===== config.mk =====
export PLATFORM = sky130hd
export DESIGN_NAME = http_get_request_validator_flat
export DESIGN_NICKNAME = d
export VERILOG_FILES = /design/src/rtl/hgv_pkg.sv /design/src/rtl/hgv_in_if.sv /design/src/rtl/hgv_out_if.sv /design/src/rtl/hgv_core.sv /design/src/rtl/http_get_request_validator.sv /design/src/flat_wrapper.sv
export SDC_FILE = /design/constraint.sdc
export NUM_CORES = 1
export LEC_CHECK = 0
export BUFFER_PORTS_ARGS = -buffer_cell sky130_fd_sc_hd__buf_4
export CORE_ASPECT_RATIO = 0.5
export CORE_UTILIZATION = 50
export CTS_BUF_LIST = sky130_fd_sc_hd__clkbuf_8 sky130_fd_sc_hd__clkbuf_16
export CTS_CLUSTER_SIZE = 28
export DETAILED_ROUTE_END_ITERATION = 16
export GPL_ROUTABILITY_DRIVEN = 0
export PLACE_DENSITY = 0.69
export SETUP_SLACK_MARGIN = 0.5
export SYNTH_ARGS = -nofsm -noshare
export SYNTH_HDL_FRONTEND = slang
export SYNTH_HIERARCHICAL = 1
export SYNTH_SLANG_ARGS = --single-unit

===== constraint.sdc =====
create_clock -name i_clk -period 3.8 [get_ports i_clk]
set_clock_uncertainty 0.1 [all_clocks]
set_input_delay 0.38 -clock i_clk [delete_from_list [all_inputs] [get_ports i_clk]]
set_output_delay 0.38 -clock i_clk [all_outputs]
set_load 0.02 [all_outputs]

===== src/rtl/hgv_pkg.sv =====
// Shared types, character constants and match tables for the HTTP GET validator.
// No dependencies; hgv_core and the top level refer to it by scoped names.
package hgv_pkg;

    // Grammar position within the request text
    typedef enum logic [3:0] {
        PH_FIRST_NL = 4'd0,
        PH_W1_SP    = 4'd1,
        PH_W1       = 4'd2,
        PH_W2_SP    = 4'd3,
        PH_W2       = 4'd4,
        PH_W3_SP    = 4'd5,
        PH_W3       = 4'd6,
        PH_REST0    = 4'd7,
        PH_NL       = 4'd8,
        PH_LINE     = 4'd9
    } t_phase;

    typedef enum logic [1:0] {
        VERDICT_OK     = 2'd0,
        VERDICT_BAD    = 2'd1,
        VERDICT_NOHOST = 2'd2
    } t_verdict;

    // One result word
    typedef struct packed {
        logic       path_valid;
        logic [7:0] path_byte;
        logic       verdict_valid;
        logic [1:0] verdict;
    } t_result;

    localparam logic [7:0] CHAR_NUL = 8'h00;
    localparam logic [7:0] CHAR_SP  = 8'h20;
    localparam logic [7:0] CHAR_CR  = 8'h0D;
    localparam logic [7:0] CHAR_LF  = 8'h0A;

    localparam logic [3:0] GET_LEN   = 4'd3;
    localparam logic [3:0] PROTO_LEN = 4'd8;
    localparam logic [2:0] HOST_LEN  = 3'd6;

    // "GET"
    function automatic logic [7:0] get_char(input logic [1:0] idx);
        logic [7:0] c;
        case (idx)
            2'd0:    c = 8'h47;
            2'd1:    c = 8'h45;
            2'd2:    c = 8'h54;
            default: c = 8'h00;
        endcase
        return c;
    endfunction

    // "HTTP/1.1"
    function automatic logic [7:0] proto_char(input logic [2:0] idx);
        logic [7:0] c;
        case (idx)
            3'd0:    c = 8'h48;
            3'd1:    c = 8'h54;
            3'd2:    c = 8'h54;
            3'd3:    c = 8'h50;
            3'd4:    c = 8'h2F;
            3'd5:    c = 8'h31;
            3'd6:    c = 8'h2E;
            3'd7:    c = 8'h31;
            default: c = 8'h00;
        endcase
        return c;
    endfunction

    // "Host: "
    function automatic logic [7:0] host_char(input logic [2:0] idx);
        logic [7:0] c;
        case (idx)
            3'd0:    c = 8'h48;
            3'd1:    c = 8'h6F;
            3'd2:    c = 8'h73;
            3'd3:    c = 8'h74;
            3'd4:    c = 8'h3A;
            3'd5:    c = 8'h20;
            default: c = 8'h00;
        endcase
        return c;
    endfunction

endpackage


===== src/rtl/hgv_in_if.sv =====
// Input channel: one request text byte per word, valid/ready handshake.
// Depends on nothing.
interface hgv_in_if;
    logic       valid;
    logic       ready;
    logic [7:0] text_byte;
    logic       final_byte;

    modport source (output valid, output text_byte, output final_byte, input ready);
    modport sink   (input valid, input text_byte, input final_byte, output ready);
endinterface


===== src/rtl/hgv_out_if.sv =====
// Output channel: path byte and verdict per word, valid/ready handshake.
// Depends on nothing.
interface hgv_out_if;
    logic       valid;
    logic       ready;
    logic       path_valid;
    logic [7:0] path_byte;
    logic       verdict_valid;
    logic [1:0] verdict;

    modport source (output valid, output path_valid, output path_byte,
                    output verdict_valid, output verdict, input ready);
    modport sink   (input valid, input path_valid, input path_byte,
                    input verdict_valid, input verdict, output ready);
endinterface


===== src/rtl/hgv_core.sv =====
// Request grammar state and the per-byte step logic of the GET validator.
// Depends on hgv_pkg.
module hgv_core (
    input  logic             i_clk,
    input  logic             i_rst_n,
    input  logic             i_fire,
    input  logic [7:0]       i_text_byte,
    input  logic             i_final_byte,
    output hgv_pkg::t_result o_result
);

    hgv_pkg::t_phase   r_phase,   n_phase;
    logic [3:0]        r_match,   n_match;
    logic [2:0]        r_host,    n_host;
    logic              r_host_ok, n_host_ok;
    logic              r_decided, n_decided;
    hgv_pkg::t_verdict r_verdict, n_verdict;

    logic sp;
    logic eol;
    logic ending;
    logic path;

    assign sp     = (i_text_byte == hgv_pkg::CHAR_SP);
    assign eol    = (i_text_byte == hgv_pkg::CHAR_CR) || (i_text_byte == hgv_pkg::CHAR_LF);
    assign ending = i_final_byte || (i_text_byte == hgv_pkg::CHAR_NUL);

    // Step: consume one byte, settle the verdict once it is fixed or at the end of text
    always_comb begin
        n_phase   = r_phase;
        n_match   = r_match;
        n_host    = r_host;
        n_host_ok = r_host_ok;
        n_decided = r_decided;
        n_verdict = r_verdict;
        path      = 1'b0;

        if ((i_text_byte != hgv_pkg::CHAR_NUL) && !r_decided) begin
            case (r_phase)
                hgv_pkg::PH_FIRST_NL, hgv_pkg::PH_W1_SP: begin
                    if (eol) begin
                        // blank lines before the request line are skipped
                        if (r_phase == hgv_pkg::PH_W1_SP) begin
                            n_decided = 1'b1;
                            n_verdict = hgv_pkg::VERDICT_BAD;
                        end
                    end else if (sp) begin
                        n_phase = hgv_pkg::PH_W1_SP;
                    end else begin
                        n_phase = hgv_pkg::PH_W1;
                        if (i_text_byte == hgv_pkg::get_char(2'd0)) begin
                            n_match = 4'd1;
                        end else begin
                            n_match   = 4'd0;
                            n_decided = 1'b1;
                            n_verdict = hgv_pkg::VERDICT_BAD;
                        end
                    end
                end
                hgv_pkg::PH_W1: begin
                    if (sp) begin
                        if (r_match == hgv_pkg::GET_LEN) begin
                            n_phase = hgv_pkg::PH_W2_SP;
                        end else begin
                            n_decided = 1'b1;
                            n_verdict = hgv_pkg::VERDICT_BAD;
                        end
                    end else if (!eol && (r_match < hgv_pkg::GET_LEN) &&
                                 (i_text_byte == hgv_pkg::get_char(r_match[1:0]))) begin
                        n_match = r_match + 4'd1;
                    end else begin
                        n_decided = 1'b1;
                        n_verdict = hgv_pkg::VERDICT_BAD;
                    end
                end
                hgv_pkg::PH_W2_SP, hgv_pkg::PH_W2: begin
                    if (sp) begin
                        if (r_phase == hgv_pkg::PH_W2) begin
                            n_phase = hgv_pkg::PH_W3_SP;
                        end
                    end else if (eol) begin
                        n_decided = 1'b1;
                        n_verdict = hgv_pkg::VERDICT_BAD;
                    end else begin
                        n_phase = hgv_pkg::PH_W2;
                        path    = 1'b1;
                    end
                end
                hgv_pkg::PH_W3_SP: begin
                    if (eol) begin
                        n_decided = 1'b1;
                        n_verdict = hgv_pkg::VERDICT_BAD;
                    end else if (!sp) begin
                        n_phase = hgv_pkg::PH_W3;
                        if (i_text_byte == hgv_pkg::proto_char(3'd0)) begin
                            n_match = 4'd1;
                        end else begin
                            n_match   = 4'd0;
                            n_decided = 1'b1;
                            n_verdict = hgv_pkg::VERDICT_BAD;
                        end
                    end
                end
                hgv_pkg::PH_W3: begin
                    if (sp || eol) begin
                        if (r_match == hgv_pkg::PROTO_LEN) begin
                            n_phase = eol ? hgv_pkg::PH_NL : hgv_pkg::PH_REST0;
                        end else begin
                            n_decided = 1'b1;
                            n_verdict = hgv_pkg::VERDICT_BAD;
                        end
                    end else if ((r_match < hgv_pkg::PROTO_LEN) &&
                                 (i_text_byte == hgv_pkg::proto_char(r_match[2:0]))) begin
                        n_match = r_match + 4'd1;
                    end else begin
                        n_decided = 1'b1;
                        n_verdict = hgv_pkg::VERDICT_BAD;
                    end
                end
                hgv_pkg::PH_REST0: begin
                    // trailing words of the request line are ignored
                    if (eol) begin
                        n_phase = hgv_pkg::PH_NL;
                    end
                end
                hgv_pkg::PH_NL: begin
                    if (!eol) begin
                        n_phase = hgv_pkg::PH_LINE;
                        if (i_text_byte == hgv_pkg::host_char(3'd0)) begin
                            n_host    = 3'd1;
                            n_host_ok = 1'b1;
                        end else begin
                            n_host    = 3'd0;
                            n_host_ok = 1'b0;
                        end
                    end
                end
                hgv_pkg::PH_LINE: begin
                    if (eol) begin
                        n_phase = hgv_pkg::PH_NL;
                    end else if (r_host_ok) begin
                        if (r_host < hgv_pkg::HOST_LEN) begin
                            if (i_text_byte == hgv_pkg::host_char(r_host)) begin
                                n_host = r_host + 3'd1;
                            end else begin
                                n_host_ok = 1'b0;
                            end
                        end else begin
                            // one more character after "Host: "
                            n_decided = 1'b1;
                            n_verdict = hgv_pkg::VERDICT_OK;
                        end
                    end
                end
                default: begin
                    n_decided = 1'b1;
                    n_verdict = hgv_pkg::VERDICT_BAD;
                end
            endcase
        end

        // End of text without a verdict yet
        if (ending && !n_decided) begin
            n_decided = 1'b1;
            if ((n_phase == hgv_pkg::PH_REST0) || (n_phase == hgv_pkg::PH_NL) ||
                (n_phase == hgv_pkg::PH_LINE) ||
                ((n_phase == hgv_pkg::PH_W3) && (n_match == hgv_pkg::PROTO_LEN))) begin
                n_verdict = hgv_pkg::VERDICT_NOHOST;
            end else begin
                n_verdict = hgv_pkg::VERDICT_BAD;
            end
        end

        o_result.path_valid    = path;
        o_result.path_byte     = path ? i_text_byte : 8'h00;
        o_result.verdict_valid = n_decided;
        o_result.verdict       = n_decided ? n_verdict : 2'd0;

        // back to the start for the next request
        if (ending) begin
            n_phase   = hgv_pkg::PH_FIRST_NL;
            n_match   = 4'd0;
            n_host    = 3'd0;
            n_host_ok = 1'b1;
            n_decided = 1'b0;
            n_verdict = hgv_pkg::VERDICT_OK;
        end
    end

    // State registers advance once per consumed word
    always_ff @(posedge i_clk) begin
        if (!i_rst_n) begin
            r_phase   <= hgv_pkg::PH_FIRST_NL;
            r_match   <= 4'd0;
            r_host    <= 3'd0;
            r_host_ok <= 1'b1;
            r_decided <= 1'b0;
            r_verdict <= hgv_pkg::VERDICT_OK;
        end else if (i_fire) begin
            r_phase   <= n_phase;
            r_match   <= n_match;
            r_host    <= n_host;
            r_host_ok <= n_host_ok;
            r_decided <= n_decided;
            r_verdict <= n_verdict;
        end
    end

endmodule


===== src/rtl/http_get_request_validator.sv =====
// Top level of the HTTP GET request validator: input register, step core, result register.
// Depends on hgv_pkg, hgv_in_if, hgv_out_if and hgv_core.

// Takes request text one byte per word and returns exactly one result word per
// input word: a path byte while the second word of the request line streams by,
// and the verdict (0 ok, 1 bad request line, 2 no Host line) once it is fixed and
// always on the word that ends the text (a zero byte or final_byte set). One word
// is accepted every clock cycle while the result side is ready; each result passes
// through the input register and then the combinational grammar step that loads
// the result register. Backpressure on the result side holds the pipeline; no
// word is dropped.
module http_get_request_validator (
    input  logic   i_clk,
    input  logic   i_rst_n,
    hgv_in_if.sink  i_req,
    hgv_out_if.source o_res
);

    logic             r_in_valid;
    logic [7:0]       r_text_byte;
    logic             r_final_byte;
    logic             r_out_valid;
    hgv_pkg::t_result r_result;
    hgv_pkg::t_result step_result;
    logic             adv;

    // Step fires when a word waits and the result register is free
    assign adv         = r_in_valid && (!r_out_valid || o_res.ready);
    assign i_req.ready = !r_in_valid || adv;

    // Input register
    always_ff @(posedge i_clk) begin
        if (!i_rst_n) begin
            r_in_valid <= 1'b0;
        end else if (i_req.ready) begin
            r_in_valid <= i_req.valid;
        end
    end

    always_ff @(posedge i_clk) begin
        if (i_req.ready && i_req.valid) begin
            r_text_byte  <= i_req.text_byte;
            r_final_byte <= i_req.final_byte;
        end
    end

    hgv_core u_core (
        .i_clk        (i_clk),
        .i_rst_n      (i_rst_n),
        .i_fire       (adv),
        .i_text_byte  (r_text_byte),
        .i_final_byte (r_final_byte),
        .o_result     (step_result)
    );

    // Result register
    always_ff @(posedge i_clk) begin
        if (!i_rst_n) begin
            r_out_valid <= 1'b0;
        end else if (adv) begin
            r_out_valid <= 1'b1;
        end else if (o_res.ready) begin
            r_out_valid <= 1'b0;
        end
    end

    always_ff @(posedge i_clk) begin
        if (adv) begin
            r_result <= step_result;
        end
    end

    assign o_res.valid         = r_out_valid;
    assign o_res.path_valid    = r_result.path_valid;
    assign o_res.path_byte     = r_result.path_byte;
    assign o_res.verdict_valid = r_result.verdict_valid;
    assign o_res.verdict       = r_result.verdict;

endmodule

===== src/flat_wrapper.sv =====
// flat-port wrapper written by rule: the top's interface ports become plain ports
module http_get_request_validator_flat 
  (i_clk, i_rst_n, i_req_valid, i_req_text_byte, i_req_final_byte, i_req_ready, o_res_valid, o_res_path_valid, o_res_path_byte, o_res_verdict_valid, o_res_verdict, o_res_ready);
  hgv_in_if i_req_i ();
  hgv_out_if o_res_i ();
  input  logic i_clk;
  input  logic i_rst_n;
  input wire logic [$bits(i_req_i.valid)-1:0] i_req_valid;
  input wire logic [$bits(i_req_i.text_byte)-1:0] i_req_text_byte;
  input wire logic [$bits(i_req_i.final_byte)-1:0] i_req_final_byte;
  output wire logic [$bits(i_req_i.ready)-1:0] i_req_ready;
  output wire logic [$bits(o_res_i.valid)-1:0] o_res_valid;
  output wire logic [$bits(o_res_i.path_valid)-1:0] o_res_path_valid;
  output wire logic [$bits(o_res_i.path_byte)-1:0] o_res_path_byte;
  output wire logic [$bits(o_res_i.verdict_valid)-1:0] o_res_verdict_valid;
  output wire logic [$bits(o_res_i.verdict)-1:0] o_res_verdict;
  input wire logic [$bits(o_res_i.ready)-1:0] o_res_ready;
  assign i_req_i.valid = i_req_valid;
  assign i_req_i.text_byte = i_req_text_byte;
  assign i_req_i.final_byte = i_req_final_byte;
  assign i_req_ready = i_req_i.ready;
  assign o_res_valid = o_res_i.valid;
  assign o_res_path_valid = o_res_i.path_valid;
  assign o_res_path_byte = o_res_i.path_byte;
  assign o_res_verdict_valid = o_res_i.verdict_valid;
  assign o_res_verdict = o_res_i.verdict;
  assign o_res_i.ready = o_res_ready;
  http_get_request_validator u_core (.i_clk(i_clk), .i_rst_n(i_rst_n), .i_req(i_req_i), .o_res(o_res_i));
endmodule

==> key figures, run 1 <==
Run status
  – Status: completed

Route
  – Vias: 3034
  – DR pass1 iterations: 5
  – Drt initial violations: 394
  – Routed len/inst: 17.7 um
  – ANT nets after route: 0
  – Number of remaining DRC errors: 0
  – Via density: 6.22
  – Total Routed Length: 8640 um

Final layout
  – Final net count: 425
  – Final instance area: 0.00378 sq mm
  – Filler cells: 557
  – Area Growth Syn to Fin: 14.8%
  – # diodes: 0
  – Share of layout cells above drive strength 1: 0.178

Synth
  – Post-Synthesis Cells: 376
  – Syn_nets: 402
  – Post-synth cell types: 74
  – Flops & latches, synth: 45
  – Synth async-reset ratio: 0
  – Seq/Total Area, Yosys: 0.338
  – Avg Inst Size Synth: 8.75 sq um
  – Post-synth EDFFs: 21
  – Synthesis Warnings: 6
  – Cell Area, Synth: 0.00329 sq mm
  – Synth Flop Type: dfxtp_1

Clock network
  – Root buf cell: clkbuf_16
  – CTS tree: built
  – Hold-fix buffers at CTS: 0
  – Max clock buf depth: 2
  – Reg clk slew, reported paths: 0.06 ns
  – H-tree Lvls: 2
  – Worst skew pair latency: 0.29 ns
  – Clock sinks: 45
  – Num CTS Buffers: 5

Worst setup path
  – Worst Path Required: 3.86 ns
  – Critical path's slowest cell: dfxtp_1
  – Setup CP Type: reg -> reg
  – Reg2reg setup slack: 0.60 ns
  – Worst Setup End Kind: flop
  – Crit path cell chain: a21o_1, or3_1, a21oi_1, nand3_1, a31o_1, a21oi_2, nand2_1, ha_1, nor2_2, mux2i_1
  – Reg2Reg Depth: 10
  – RR Startpoint: u_core/u_core/r_phase[3]
  – CP startpoint kind: flop
  – CP Max Fanout: 15
  – Arrival @ worst endpoint: 3.25 ns
  – CP peak stage delay: 0.49 ns

Pwr
  – Leak: 1.45 nW
  – Power density over cell area: 304 mW/mm^2
  – Peak VDD IR: 0.219 mV

STA
  – Final Critical Period: 3.20 ns
  – Period utilization: 0.841
  – Final setup vio count: 0
  – Final Hold Fails: 0
  – Slew @ Worst Pin: 0.911 ns
  – Final setup TNS: 0 ns
  – Max Slew Vio Count: 0
  – Normalized max-slew margin: 0.393
  – RSZ-0062 raised after global routing: yes
  – Fmax: 313 MHz

Die
  – Die Y-Extent: 59.3 um
  – Core area: 0.00621 sq mm
  – Chip width: 117 um
  – Die area: 0.00692 sq mm
  – Io pins: 27
  – Row count: 20
  – Initial Util: 0.530

Global route
  – Tot GR Track Use: 0.272
  – Largest net degree at the start of global routing: 24
  – GR Overflow Total: 0
  – Wire length of the first global-routing pass: 14000 um
  – Vias in the first global route: 2645
  – Initial antenna violation count: 0

Min path
  – Hold Path End: u_core/r_text_byte[5]
  – Hold-critical path depth: 1
  – Worst hold path class: in -> reg
  – Worst hold start: i_req_text_byte[5]

Placed design
  – DP HPWL: 6250 um
  – Port Buf Inserts: 26
  – Dpl cell area: 0.00351 sq mm

Run
  – Max Cap Viol: 0
-- through the flow --
stage	total power [mW]	worst slack, ns	hold slack, ns	util	instances
3_5_place_dp	0.669	0.370	0.375	0.566	472
6_report	1.15	0.604	0.165	0.608	488
3_3_place_gp	0.666	0.585	0.374	0.566	472
2_1_floorplan	0.627	0.874	0.353	-	376
4_1_cts	1.15	0.502	0.158	0.598	485
5_1_grt	1.19	0.461	0.150	0.608	488
-- cells by family (layout without fill, tap and decap cells) --
group | count (synthesis) | after routing | synth area share
AND/OR/NAND/NOR | 142 | 142 | 0.256
AO/OA/AOI/OAI | 112 | 112 | 0.239
flip-flops | 45 | 45 | 0.338
buffers and inverters | 45 | 69 | 0.0639
XOR/XNOR | 14 | 14 | 0.0373
adder cells (fa/ha/maj) | 13 | 13 | 0.0495
multiplexers | 5 | 5 | 0.0156
-- layout by cell type, fill, tap and decap left out, drive strengths merged, types with 6 or more instances in the layout --
master / Yosys / layout
nor2: 17 / 17
nand3: 8 / 8
a211oi: 8 / 8
buf: 13 / 41
edfxtp: 21 / 21
a21oi: 25 / 25
o21ai: 22 / 22
and3: 6 / 6
dfxtp: 24 / 24
and2: 14 / 14
nor4: 7 / 7
inv: 20 / 21
nor2b: 10 / 10
nand2: 32 / 32
ha: 13 / 13
xnor2: 9 / 9
nor3: 10 / 10
-- critical path: cells and delay by family, from the launching register on --
family / cells / cell delay (ns)
AND/OR/NAND/NOR: 4 / 0.96
adder cells (fa/ha/maj): 1 / 0.28
AO/OA/AOI/OAI: 4 / 1.13
flip-flops: 1 / 0.49
multiplexers: 1 / 0.10
-- worst max path at each step --
stage	endpoint	slack, ns	startpoint	cells after the start
floorplan	flop	0.87	u_core/r_text_byte[0]	12
global placement	flop	0.59	u_core/r_text_byte[1]	11
detailed placement	flop	0.37	u_core/r_text_byte[1]	11
CTS	flop	0.50	u_core/r_text_byte[4]	12
global route	flop	0.46	u_core/r_text_byte[0]	12
finish	flop	0.60	u_core/u_core/r_phase[3]	10
-- what timing repair did --
action / CTS / global route
pin swaps: 1 / 0
setup endpoints to repair: 2 / 5
resized for setup: 0 / 10
buffers inserted: 5 / 3
-- final cells by class --
type,count,area (sq um),share of cell area
Timing Repair Buffer,41,308,0.0815
Tap cell,88,110,0.0292
Inverter,20,75.1,0.0199
Sequential cell,45,1110,0.295
Clock buffer,5,125,0.0331
Clock inverter,3,37.5,0.00994
Multi-Input combinational cell,286,2010,0.531
-- where the power goes --
part           switching [mW]  internal (mW)  total (mW)
Combinational          0.0786         0.0544       0.133
Clock                   0.173          0.305       0.478
Sequential             0.0166          0.521       0.538
-- per-layer routing --
metal  track usage  vias up  wire, um
met3        0.0757       18       836
met1         0.406     1412      4150
met2         0.383      167      3530
met4        0.0723        0       131
li1              -     1437         -
met5             0        -         0
-- synthesized netlist by cell type (3+ instances only) --
| cell type | count | area [sq um] |
|---|---|---|
| a211oi_1 | 6 | 45.0 |
| a21boi_0 | 4 | 30.0 |
| a21o_1 | 5 | 37.5 |
| a21oi_1 | 24 | 120 |
| a31oi_1 | 5 | 31.3 |
| and2_1 | 14 | 87.6 |
| and3_1 | 6 | 37.5 |
| buf_2 | 8 | 40.0 |
| buf_6 | 3 | 33.8 |
| clkbuf_1 | 11 | 41.3 |
| dfxtp_1 | 24 | 480 |
| edfxtp_1 | 21 | 631 |
| ha_1 | 13 | 163 |
| inv_1 | 20 | 75.1 |
| mux2i_1 | 4 | 40.0 |
| nand2_1 | 32 | 120 |
| nand2b_1 | 4 | 25.0 |
| nand3_1 | 7 | 35.0 |
| nand4_1 | 5 | 31.3 |
| nand4b_1 | 4 | 35.0 |
| nor2_1 | 17 | 63.8 |
| nor2b_1 | 9 | 56.3 |
| nor3_1 | 8 | 40.0 |
| nor3b_1 | 4 | 30.0 |
| nor4_1 | 5 | 31.3 |
| o211a_1 | 3 | 30.0 |
| o211ai_1 | 5 | 37.5 |
| o21a_1 | 4 | 30.0 |
| o21ai_0 | 21 | 105 |
| o22ai_1 | 3 | 18.8 |
| o31ai_1 | 4 | 30.0 |
| or3_1 | 5 | 31.3 |
| or4b_1 | 4 | 40.0 |
| xnor2_1 | 9 | 78.8 |
| xor2_1 | 5 | 43.8 |
Power figures use the tool's default switching activity.
==> run 2, diff against run 1 <==
--- a/config.mk
+++ b/config.mk
@@ -12,7 +12,7 @@
 export CTS_CLUSTER_SIZE = 28
 export DETAILED_ROUTE_END_ITERATION = 16
 export GPL_ROUTABILITY_DRIVEN = 0
-export PLACE_DENSITY = 0.69
+export PLACE_DENSITY = 0.71
 export SETUP_SLACK_MARGIN = 0.5
 export SYNTH_ARGS = -nofsm -noshare
 export SYNTH_HDL_FRONTEND = slang
==> constraint.sdc (replaced) <==
create_clock -name i_clk -period 2.6 [get_ports i_clk]
set_clock_uncertainty 0.1 [all_clocks]
set_input_delay 0.26 -clock i_clk [delete_from_list [all_inputs] [get_ports i_clk]]
set_output_delay 0.26 -clock i_clk [all_outputs]
set_load 0.02 [all_outputs]
==> run 2 against run 1 <==
Net effect:
- the run now ends with setup timing left
- first-iteration DRC count is 20% lower
- worst hold slack worse by 0.13 ns
- design area up 25%
- via count rose by 17%
==> key figures, run 2 (synthesized netlist as in run 1, its figures left out) <==
Min path
  – Hold Path End: u_core/r_text_byte[5]
  – Worst hold start: i_req_text_byte[5]
  – Hold-critical path depth: 1 (unchanged)
  – Worst hold path class: in -> reg

Route
  – ANT nets after route: 0 (unchanged)
  – Total Routed Length: 11200 um (+30%)
  – Drt initial violations: 314 (-20%)
  – Vias: 3553 (+17%)
  – Number of remaining DRC errors: 0 (unchanged)
  – DR pass1 iterations: 5 (unchanged)
  – Routed len/inst: 19.5 um (+10%)
  – Via density: 6.19 (-0.44%)

Global route
  – Largest net degree at the start of global routing: 24 (unchanged)
  – Tot GR Track Use: 0.311 (+0.0384)
  – Initial antenna violation count: 0 (unchanged)
  – Wire length of the first global-routing pass: 15800 um (+13%)
  – Vias in the first global route: 3108 (+18%)
  – GR Overflow Total: 0 (unchanged)

Final layout
  – # diodes: 0 (unchanged)
  – Fin util: 0.759 (+0.150)
  – Final instance area: 0.00471 sq mm (+25%)
  – Final net count: 511 (+20%)
  – Commonest non-fill, non-tap cell in the layout: buf_4
  – Area Growth Syn to Fin: 43.2%
  – Final non-filler cell total: 574 (+18%)
  – Share of layout cells above drive strength 1: 0.414 (+0.236)
  – Most frequent cells in the layout: buf_4, nand2_1, dfxtp_1, inv_1, edfxtp_1
  – Filler cells: 409 (-27%)

Clock network
  – Reg clk slew, reported paths: 0.06 ns (about the same)
  – Clock sinks: 45 (unchanged)
  – Num CTS Buffers: 5 (unchanged)
  – Root buf cell: clkbuf_16
  – Max clock buf depth: 2 (unchanged)
  – H-tree Lvls: 2 (unchanged)
  – CTS tree: built
  – Hold-fix buffers at CTS: 0 (unchanged)
  – Worst skew pair latency: 0.30 ns (about the same)

Run status
  – Failing checks: setup timing
  – Status: finished, violations left

Worst setup path
  – CP startpoint kind: flop
  – Worst Setup End Kind: flop
  – Reg2reg end: u_core/o_res.verdict[0]
  – Reg2Reg Depth: 9 (-1)
  – RR Startpoint: u_core/r_text_byte[2]
  – Arrival @ worst endpoint: 2.96 ns (-0.29 ns)
  – Setup CP Type: reg -> reg
  – Worst Path Required: 2.64 ns (-1.22 ns)
  – CP Max Fanout: 8 (-7)
  – Reg2reg setup slack: -0.32 ns (-0.93 ns)

STA
  – Fmax: 342 MHz (+9.4%)
  – Worst Hold Margin: 0.0386 ns (-0.126 ns)
  – Normalized max-slew margin: 0.426 (+0.0332)
  – Final Hold Fails: 0 (unchanged)
  – Final setup margin: -0.321 ns (-0.926 ns)
  – Slew @ Worst Pin: 0.861 ns (-0.0497 ns)
  – Final setup vio count: 14 (+14)
  – Final Critical Period: 2.92 ns (-0.274 ns)
  – Max Slew Vio Count: 0 (unchanged)
  – Period utilization: 1.12 (+0.283)
  – RSZ-0062 raised after global routing: yes

Pwr
  – Power density over cell area: 358 mW/mm^2 (+18%)
  – Clk pwr share: 0.365 (-0.051)
  – Sw Ratio: 0.264 (+0.0309)
  – Peak VDD IR: 0.252 mV (+15%)
  – Net switching power: 0.445 mW (+66%)
  – Leak: 1.92 nW (+32%)
  – Comb power frac: 0.173 (+0.057)
  – Sequential share of power: 0.462 (-0.006)
  – Int Pwr: 1.24 mW (+41%)

Die
  – Die area: 0.00692 sq mm (unchanged)
  – Io pins: 27 (unchanged)
  – Initial Util: 0.530 (unchanged)
  – Die Y-Extent: 59.3 um (unchanged)
  – Row count: 20 (unchanged)
  – Chip width: 117 um (unchanged)
  – Core area: 0.00621 sq mm (unchanged)

Placed design
  – Dpl cell area: 0.00405 sq mm (+15%)
  – DP HPWL: 7310 um (+17%)
  – Place WS: -0.368 ns (-0.738 ns)
  – Placed insts: 538 (+14%)
  – Port Buf Inserts: 26 (unchanged)

Run
  – Max Cap Viol: 0 (unchanged)
run 2: final cells by class:
cell class	instances	area (sq um)	share of cell area
clock buffers	5	125	0.0266
clock inverters	3	11.3	0.00239
inverters	20	75.1	0.0159
multi-input cells	286	2280	0.484
flip-flops and latches	45	1110	0.236
well taps	88	110	0.0234
repair buffers	127	995	0.211
run 2: stage by stage:
stage / power [mW] / setup TNS (ns)
6_report: 1.69 / -2.57
5_1_grt: 1.74 / -4.61
4_1_cts: 1.64 / -1.43
3_5_place_dp: 1.02 / -2.25
3_3_place_gp: 1.01 / -1.01
2_1_floorplan: 0.923 / -0.670
run 2: power groups by stage:
stage	clock network [mW]	logic [mW]	registers (mW)
floorplan	0	0.127	0.796
global placement	0	0.223	0.791
CTS	0.615	0.251	0.778
finish	0.614	0.292	0.779
global route	0.653	0.307	0.780
detailed placement	0	0.228	0.793
run 2: worst max-delay path by stage:
stage | start | endpoint | slack [ns] | depth (start not counted)
global route | u_core/r_text_byte[2] | flop | -0.41 | 11
CTS | u_core/r_text_byte[1] | u_core/o_res.verdict[0] | -0.20 | 10
global placement | u_core/r_text_byte[2] | flop | -0.17 | 11
finish | u_core/r_text_byte[2] | u_core/o_res.verdict[0] | -0.32 | 9
floorplan | u_core/r_text_byte[0] | flop | -0.20 | 12
detailed placement | u_core/r_text_byte[2] | flop | -0.37 | 11
run 2: per-layer routing:
layer	track usage	vias to the layer above	share of wire
li1	-	1602	-
met1	0.418	1631	0.40
met2	0.505	269	0.44
met3	0.0665	51	0.11
met4	0.0976	0	0.040
met5	0	-	0
run 2: worst max-delay path, cell delays in order, from the launching register on:
cell and delay (ns):
edfxtp_1 0.45, buf_6 0.18, or4b_4 0.54, nor2_2 0.15
o32ai_1 0.10, a221o_1 0.42, a211oi_2 0.27, nand3_1 0.20
a21o_1 0.22, o21ai_1 0.13
run 2: repair_timing:
action / CTS / global route
hold endpoints to repair: 0 / 0
pin swaps: 15 / 23
setup endpoints to repair: 32 / 34
gates resized for setup: 41 / 34
buffers inserted: 12 / 16
==> run 3, diff against run 2 <==
--- a/config.mk
+++ b/config.mk
@@ -8,10 +8,10 @@
 export BUFFER_PORTS_ARGS = -buffer_cell sky130_fd_sc_hd__buf_4
 export CORE_ASPECT_RATIO = 0.5
 export CORE_UTILIZATION = 50
-export CTS_BUF_LIST = sky130_fd_sc_hd__clkbuf_8 sky130_fd_sc_hd__clkbuf_16
 export CTS_CLUSTER_SIZE = 28
 export DETAILED_ROUTE_END_ITERATION = 16
 export GPL_ROUTABILITY_DRIVEN = 0
+export HOLD_SLACK_MARGIN = 0.12
 export PLACE_DENSITY = 0.71
 export SETUP_SLACK_MARGIN = 0.5
 export SYNTH_ARGS = -nofsm -noshare
==> run 3 against run 2 <==
Net effect:
- the flow still finishes with violations (setup timing)
- count of clock-buffer cells in the layout rose by 2
- design area rose by 1.9%
- sequential power barely moved
- non-clock buffer count rose by 9
- sequential share of layout area fell by 0.44 points
- maximum frequency rose by 0.46%
- critical path depth did not move
- final cell count rose by 1.6%
- critical path type unchanged
- total power rose by 1.3%
- wire length rose by 0.35%
- register-to-register slack barely moved
- largest cell class unchanged
==> key figures, run 3 (synthesized netlist as in run 1, its figures left out) <==
Min path
  – Worst hold path class: in -> reg
  – Worst hold start: i_req_valid
  – Hold Path End: u_core/r_in_valid
  – Hold-critical path depth: 3 (+2)

Die
  – Chip width: 117 um (unchanged)
  – Core area: 0.00621 sq mm (unchanged)
  – Row count: 20 (unchanged)
  – Die area: 0.00692 sq mm (unchanged)
  – Io pins: 27 (unchanged)
  – Initial Util: 0.530 (unchanged)
  – Die Y-Extent: 59.3 um (unchanged)

Route
  – Routed len/inst: 19.3 um (-1.2%)
  – Drt initial violations: 321 (+2.2%)
  – Via density: 6.12 (-1.1%)
  – ANT nets after route: 0 (unchanged)
  – Total Routed Length: 11200 um (+0.35%)
  – DR pass1 iterations: 5 (unchanged)
  – Number of remaining DRC errors: 0 (unchanged)
  – Vias: 3570 (+0.48%)

Final layout
  – # diodes: 0 (unchanged)
  – Fin util: 0.773 (+0.0145)
  – Area Growth Syn to Fin: 46.0%
  – Most frequent cells in the layout: buf_4, nand2_1, dfxtp_1, edfxtp_1, inv_1
  – Final net count: 520 (+1.8%)
  – Share of layout cells above drive strength 1: 0.406 (-0.00752)
  – Commonest non-fill, non-tap cell in the layout: buf_4

Worst setup path
  – Worst Setup SP: u_core/r_text_byte[2]
  – Reg2reg end: u_core/o_res.verdict[0]
  – Reg2Reg Depth: 9 (unchanged)
  – Arrival @ worst endpoint: 2.95 ns (about the same)
  – Setup CP Type: reg -> reg
  – RR Startpoint: u_core/r_text_byte[2]
  – Worst Setup End Kind: flop
  – Reg2reg setup slack: -0.31 ns (about the same)
  – CP startpoint kind: flop
  – Worst Path Required: 2.64 ns (about the same)
  – CP Max Fanout: 8 (unchanged)

STA
  – Final Hold Fails: 0 (unchanged)
  – Slew @ Worst Pin: 0.892 ns (+0.0308 ns)
  – Final setup vio count: 14 (unchanged)
  – Max Slew Vio Count: 0 (unchanged)
  – Final Critical Period: 2.91 ns (-0.0134 ns)
  – Normalized max-slew margin: 0.405 (-0.0205)
  – Fmax: 344 MHz (+0.46%)
  – Final setup margin: -0.308 ns (+0.0134 ns)
  – Period utilization: 1.12 (-0.00517)
  – RSZ-0062 raised after global routing: yes

Placed design
  – Place WS: -0.368 ns (unchanged)
  – DP HPWL: 7310 um (unchanged)
  – Port Buf Inserts: 26 (unchanged)

Global route
  – Initial antenna violation count: 0 (unchanged)
  – GR Overflow Total: 0 (unchanged)
  – Largest net degree at the start of global routing: 24 (unchanged)
  – Tot GR Track Use: 0.313 (+0.00227)
  – Wire length of the first global-routing pass: 16000 um (+0.78%)
  – Vias in the first global route: 3145 (+1.2%)

Clock network
  – Reg clk slew, reported paths: 0.06 ns (about the same)
  – Clock sinks: 45 (unchanged)
  – Num CTS Buffers: 5 (unchanged)
  – H-tree Lvls: 2 (unchanged)
  – Worst skew pair latency: 0.30 ns (about the same)
  – Root buf cell: clkbuf_16
  – CTS tree: built
  – Max clock buf depth: 2 (unchanged)

Run status
  – Failing checks: setup timing
  – Status: finished, violations left

Pwr
  – Power density over cell area: 356 mW/mm^2 (-0.65%)
  – Peak VDD IR: 0.252 mV (about the same)
  – Leak: 1.94 nW (+1.5%)

Run
  – Max Cap Viol: 0 (unchanged)
[run 3: cell types whose count changed in the layout (fill, tap and decap cells not counted), sizes merged]
cell / delta
dlygate4sd3: +9
clkbuf: +2
inv: -2
[run 3: critical path: stages, from the launching register on]
cell	delay [ns]
edfxtp_1	0.45
buf_6	0.18
or4b_4	0.54
nor2_2	0.15
o32ai_1	0.10
a221o_1	0.42
a211oi_2	0.27
nand3_1	0.19
a21o_1	0.22
o21ai_1	0.13
[run 3: final cells by class]
| class | instances | area, sq um |
|---|---|---|
| Sequential cell | 45 | 1110 |
| Inverter | 20 | 75.1 |
| Clock inverter | 1 | 3.75 |
| Fill cell | 399 | 1410 |
| Clock buffer | 7 | 133 |
| Multi-Input combinational cell | 286 | 2280 |
| Timing Repair Buffer | 136 | 1080 |
| Tap cell | 88 | 110 |
[run 3: worst max-delay path by stage]
stage,end,cells past startpoint
final,u_core/o_res.verdict[0],9
after global routing,flop,11
after CTS,u_core/o_res.verdict[0],10
after detailed placement,flop,11
after global placement,flop,11
after floorplan,flop,12
[run 3: where the power goes]
| part | switching [mW] | internal, mW | total (mW) | leakage [nW] |
|---|---|---|---|---|
| sequential | 0.0166 | 0.762 | 0.779 | 0.395 |
| combinational | 0.162 | 0.141 | 0.302 | 1.48 |
| clock | 0.271 | 0.354 | 0.626 | 0.0655 |
[run 3: per-layer routing]
layer  track usage  up-vias  part of all wire
met1         0.418     1649              0.41
met5             0        -                 0
met3        0.0665       58              0.10
met2         0.514      240              0.44
li1              -     1623                 -
met4        0.0976        0             0.044
[run 3: metrics by stage]
stage                     cell area [sq um]  instances  total power [mW]  setup TNS, ns  hold slack (ns)
final                                  4800        583              1.71          -2.57            0.132
after global routing                   4800        583              1.76          -4.62            0.156
after CTS                              4530        567              1.66          -1.43            0.139
after detailed placement               4050        538              1.02          -2.25            0.341
after global placement                 4050        538              1.01          -1.01            0.338
after floorplan                        3340        376             0.923         -0.670            0.259
[run 3: what timing repair did]
action,4_1_cts,5_1_grt
pin swaps,15,23
gates cloned,0,0
endpoints found under the hold margin,9,0
buffers inserted,12,16
hold buffers,9,0
gates resized for setup,41,34
endpoints found under the setup margin,32,34
